### src/rtl/core/wsl_pkg.sv
// Shared types and constants for the work-stealing task lane.
// Holds op codes, FSM states, config register indexes and decision structs.
// No dependencies.
package wsl_pkg;

    // Operation codes carried by an input beat
    typedef enum logic [2:0] {
        OP_PUSH_OWNER = 3'd0,
        OP_PUSH_YIELD = 3'd1,
        OP_POP_OWNER  = 3'd2,
        OP_STEAL      = 3'd3,
        OP_EXCHANGE   = 3'd4
    } t_op;

    // Sequencer states
    typedef enum logic {
        ST_IDLE = 1'b0,
        ST_EXEC = 1'b1
    } t_state;

    // Config register indexes
    localparam logic CFG_LOCKFREE = 1'b0;
    localparam logic CFG_BURST    = 1'b1;

    localparam int unsigned OP_W     = 3;
    localparam int unsigned BURST_W  = 8;
    localparam int unsigned STREAK_W = 8;
    localparam int unsigned DEPTH_W  = 10;

    localparam logic [DEPTH_W-1:0] DEPTH_MAX       = 10'd1023;
    localparam logic               LOCKFREE_RST    = 1'b1;
    localparam logic [BURST_W-1:0] BURST_RST       = 8'd8;

    // Queue status seen by the decision logic
    typedef struct packed {
        logic lf;
        logic dq_empty;
        logic dq_full;
        logic fifo_empty;
        logic fifo_full;
        logic streak_hit;
        logic fifo_hit;
        logic dq_hit;
    } t_cond;

    // Actions and result flags chosen for one operation
    typedef struct packed {
        logic ok;
        logic next_valid;
        logic sel_fifo;
        logic spilled;
        logic push_failed;
        logic streak_cleared;
        logic dq_push;
        logic dq_pop;
        logic dq_steal;
        logic fifo_push;
        logic fifo_pop;
        logic depth_inc;
        logic depth_dec;
    } t_ctrl;

endpackage

### src/rtl/core/wsl_ctrl.sv
// Operation decision logic for the work-stealing task lane.
// Maps an op and the queue status to pointer actions and result flags.
// Depends on wsl_pkg.
module wsl_ctrl (
    input  wsl_pkg::t_op   i_op,
    input  wsl_pkg::t_cond i_cond,
    output wsl_pkg::t_ctrl o_ctrl
);
    import wsl_pkg::*;

    logic prefer;

    always_comb begin
        o_ctrl = '0;
        // exchange prefers the deque bottom once the streak reaches the burst
        prefer = i_cond.streak_hit && !i_cond.dq_empty;
        unique case (i_op)
            OP_PUSH_OWNER: begin
                if (i_cond.lf) begin
                    if (!i_cond.dq_full) begin
                        o_ctrl.dq_push   = 1'b1;
                        o_ctrl.ok        = 1'b1;
                        o_ctrl.depth_inc = 1'b1;
                    end else begin
                        o_ctrl.spilled = 1'b1;
                    end
                end else if (!i_cond.fifo_full) begin
                    o_ctrl.fifo_push = 1'b1;
                    o_ctrl.ok        = 1'b1;
                    o_ctrl.depth_inc = 1'b1;
                end
            end
            OP_PUSH_YIELD: begin
                if (!i_cond.fifo_full) begin
                    o_ctrl.fifo_push = 1'b1;
                    o_ctrl.ok        = 1'b1;
                    o_ctrl.depth_inc = 1'b1;
                end
            end
            OP_POP_OWNER: begin
                if (i_cond.lf && !i_cond.dq_empty) begin
                    o_ctrl.dq_pop     = 1'b1;
                    o_ctrl.ok         = 1'b1;
                    o_ctrl.next_valid = 1'b1;
                    o_ctrl.depth_dec  = 1'b1;
                end else if (!i_cond.fifo_empty) begin
                    o_ctrl.fifo_pop   = 1'b1;
                    o_ctrl.sel_fifo   = 1'b1;
                    o_ctrl.ok         = 1'b1;
                    o_ctrl.next_valid = 1'b1;
                    o_ctrl.depth_dec  = 1'b1;
                end
            end
            OP_STEAL: begin
                if (i_cond.lf && !i_cond.dq_empty) begin
                    o_ctrl.dq_steal   = 1'b1;
                    o_ctrl.ok         = 1'b1;
                    o_ctrl.next_valid = 1'b1;
                    o_ctrl.depth_dec  = 1'b1;
                end
            end
            OP_EXCHANGE: begin
                if (i_cond.lf) begin
                    if (!prefer && !i_cond.fifo_empty) begin
                        // FIFO head; requeue the current task unless it came back
                        o_ctrl.fifo_pop   = 1'b1;
                        o_ctrl.sel_fifo   = 1'b1;
                        o_ctrl.next_valid = 1'b1;
                        o_ctrl.fifo_push  = !i_cond.fifo_hit;
                        o_ctrl.ok         = !i_cond.fifo_hit;
                    end else if (i_cond.fifo_full) begin
                        o_ctrl.push_failed = 1'b1;
                    end else if (!i_cond.dq_empty) begin
                        o_ctrl.dq_pop         = 1'b1;
                        o_ctrl.next_valid     = 1'b1;
                        o_ctrl.streak_cleared = prefer;
                        o_ctrl.fifo_push      = !i_cond.dq_hit;
                        o_ctrl.ok             = !i_cond.dq_hit;
                    end
                end
            end
            default: o_ctrl = '0;
        endcase
    end

endmodule

### config.mk
export PLATFORM = sky130hd
export DESIGN_NAME = wsl_ctrl
export DESIGN_NICKNAME = d
export VERILOG_FILES = /design/src/rtl/core/wsl_pkg.sv /design/src/rtl/core/wsl_ctrl.sv
export SDC_FILE = /design/constraint.sdc
export NUM_CORES = 1
export LEC_CHECK = 0
export ABC_AREA = 1
export BUFFER_PORTS_ARGS = -buffer_cell sky130_fd_sc_hd__buf_2
export CORE_AREA = 2 2 39 41
export DETAILED_ROUTE_END_ITERATION = 16
export DIE_AREA = 0 0 41 43
export PLACE_DENSITY = 0.57
export SETUP_SLACK_MARGIN = 0.1
export SYNTH_ARGS = -nofsm -noshare
export SYNTH_HDL_FRONTEND = slang
export SYNTH_SLANG_ARGS = --single-unit
### constraint.sdc
create_clock -name vclk -period 0.8
set_input_delay 0.08 -clock vclk [all_inputs]
set_output_delay 0.08 -clock vclk [all_outputs]
set_load 0.005 [all_outputs]
==> results.cfg <==
[grt]
antenna_found_initial = 0
grt_pass1_vias = 363
grt_overflow = 0
grt_use_met3 = 0
grt_use_total = 0.109
grt.busiest_layer = met2
grt_start_max_net_pins = 6
grt_pass1_wl_mm = 1.44
grtUsageMet1 = 0.152
gr-usage-met2 = 0.191

[pwr]
powerDensity_nw_per_um2 = 466
seq_power_share = 0
p_clk_frac = 0
leakage_nw = 0.356
sw_frac_of_total = 0.486
pwr-share-comb = 1.000
p_total_mw = 0.331
p_int_mw = 0.170
ir_drop_v = 0.000211
switchingPower_mw = 0.161

[route]
drt-pass1-iter-count = 2
post-route-drc-count = 0
ant_nets = 0
avgViaCountPerCell = 4.50
num_vias = 432
wl_per_cell_um = 10.8
drt_wl_total_mm = 1.03
drtIter0Drc = 2

[floorplan]
die_width_um = 41
boundaryPins = 24
core_area_um2 = 1380
die_y_um = 43
std_cell_rows = 14
dieArea_um2 = 1760
start_util = 0.181

[place]
hpwl_um = 696
gp_congestion = 0.838
io_buffers = 24

[timing]
hold_violations = 0
tightest_slew_ns = 0.190
slew_violations = 0
setup_ws_ns = -0.0285
finalCritPeriodShare = 1.04
setup_viol = 6
max_freq_mhz = 1210
maxSlewHeadroom = 0.872
rsz0062_at_grt = yes
whs_ns = 0.449
period_needed_ns = 0.828

[synthesis]
syn-num-nets = 59
ys_warn_count = 0
netlist_area_um2 = 250
avgSynthCellArea_um2 = 5.21
synthDistinctLibCells = 16
yosysSeqAreaShare = 0
synth_cells = 48

[critical_path]
crit_type = in2out
worst_ep_required_time_ns = 0.72
cp_max_fo = 4
startpoint_type = input pin
critPathArrivalTime_ns = 0.75
endpoint_kind = output port

[final_layout]
fillers = 134
multi_input_area_um2 = 339
syn2layout_area_growth_pct = 184
layout.area.seq_um2 = 0
design.seq.count = 0
final_common_cell = buf_2
n_clock_buffer = 0
num-nets-final = 93
drive_gt1_frac = 0.825
diodes = 0
layout_common_cells = buf_2 (17), nor2_4 (7), buf_4 (6), nand3_1 (5)

[worst_hold_path]
min_path_type = in2out

[job]
maxCapViolations = 0

[run_status]
violations = setup timing
outcome = finished, violations left
## logic make-up (layout without fill, tap and decap cells)
family,Yosys count,in the layout,share of synthesized area
simple gates,36,36,0.785
compound gates,3,3,0.0650
buf+inv,9,41,0.150
## worst max-delay path, cell delays in order
cell and delay (ns):
buf_8 0.10, inv_8 0.04, buf_12 0.11, nor2_4 0.12
nand3_2 0.10, nand3_2 0.08, buf_2 0.10
## power groups by stage
stage,Clock [mW],Combinational (mW),Sequential (mW)
global route,0,0.353,0
detailed placement,0,0.177,0
CTS,0,0.271,0
global placement,0,0.176,0
finish,0,0.331,0
floorplan,0,0.0940,0
## cell usage after synthesis
library cell / count / area share
nand3_1: 9 / 0.18
nor2_1: 6 / 0.090
inv_1: 5 / 0.075
nand2_1: 5 / 0.075
nor2_2: 5 / 0.13
nand2_2: 4 / 0.10
inv_2: 3 / 0.045
nand3_2: 2 / 0.080
nor3_1: 2 / 0.040
buf_4: 1 / 0.030
nand4_1: 1 / 0.025
nor2_4: 1 / 0.045
nor4_1: 1 / 0.025
o21ai_0: 1 / 0.020
o21ai_1: 1 / 0.020
o22ai_1: 1 / 0.025
## per-stage QoR
step	instance area, um^2	setup TNS, ns	instances	worst slack [ns]	util
6_report	711	-0.0771	96	-0.0285	0.514
3_5_place_dp	424	-0.758	90	-0.141	0.307
4_1_cts	604	-0.0868	94	-0.0471	0.437
5_1_grt	711	-0.413	96	-0.0709	0.514
3_3_place_gp	424	-0.652	90	-0.110	0.307
2_1_floorplan	269	0	48	0.108	-
## metal layers
layer	part of all wire	wire (um)
met3	0.046	48
met2	0.55	571
met5	0	0
met1	0.40	414
met4	0	0
## worst paths after layout
path	start	end	depth (start not counted)
worst min-delay path	i_cond[3]	o_ctrl[7]	3
worst max-delay path	i_cond[7]	o_ctrl[12]	7
## final cells by class
class,count,area share
multi-input cells,39,0.477
well taps,16,0.0282
repair buffers,33,0.407
inverters,8,0.0880
## repair_timing
action                                  4_1_cts  5_1_grt
endpoints found under the setup margin       13       13
pin swaps                                    17       13
hold buffers                                  0        0
buffers inserted                              4        2
resized for setup                            43       18
Power figures use the tool's default switching activity.
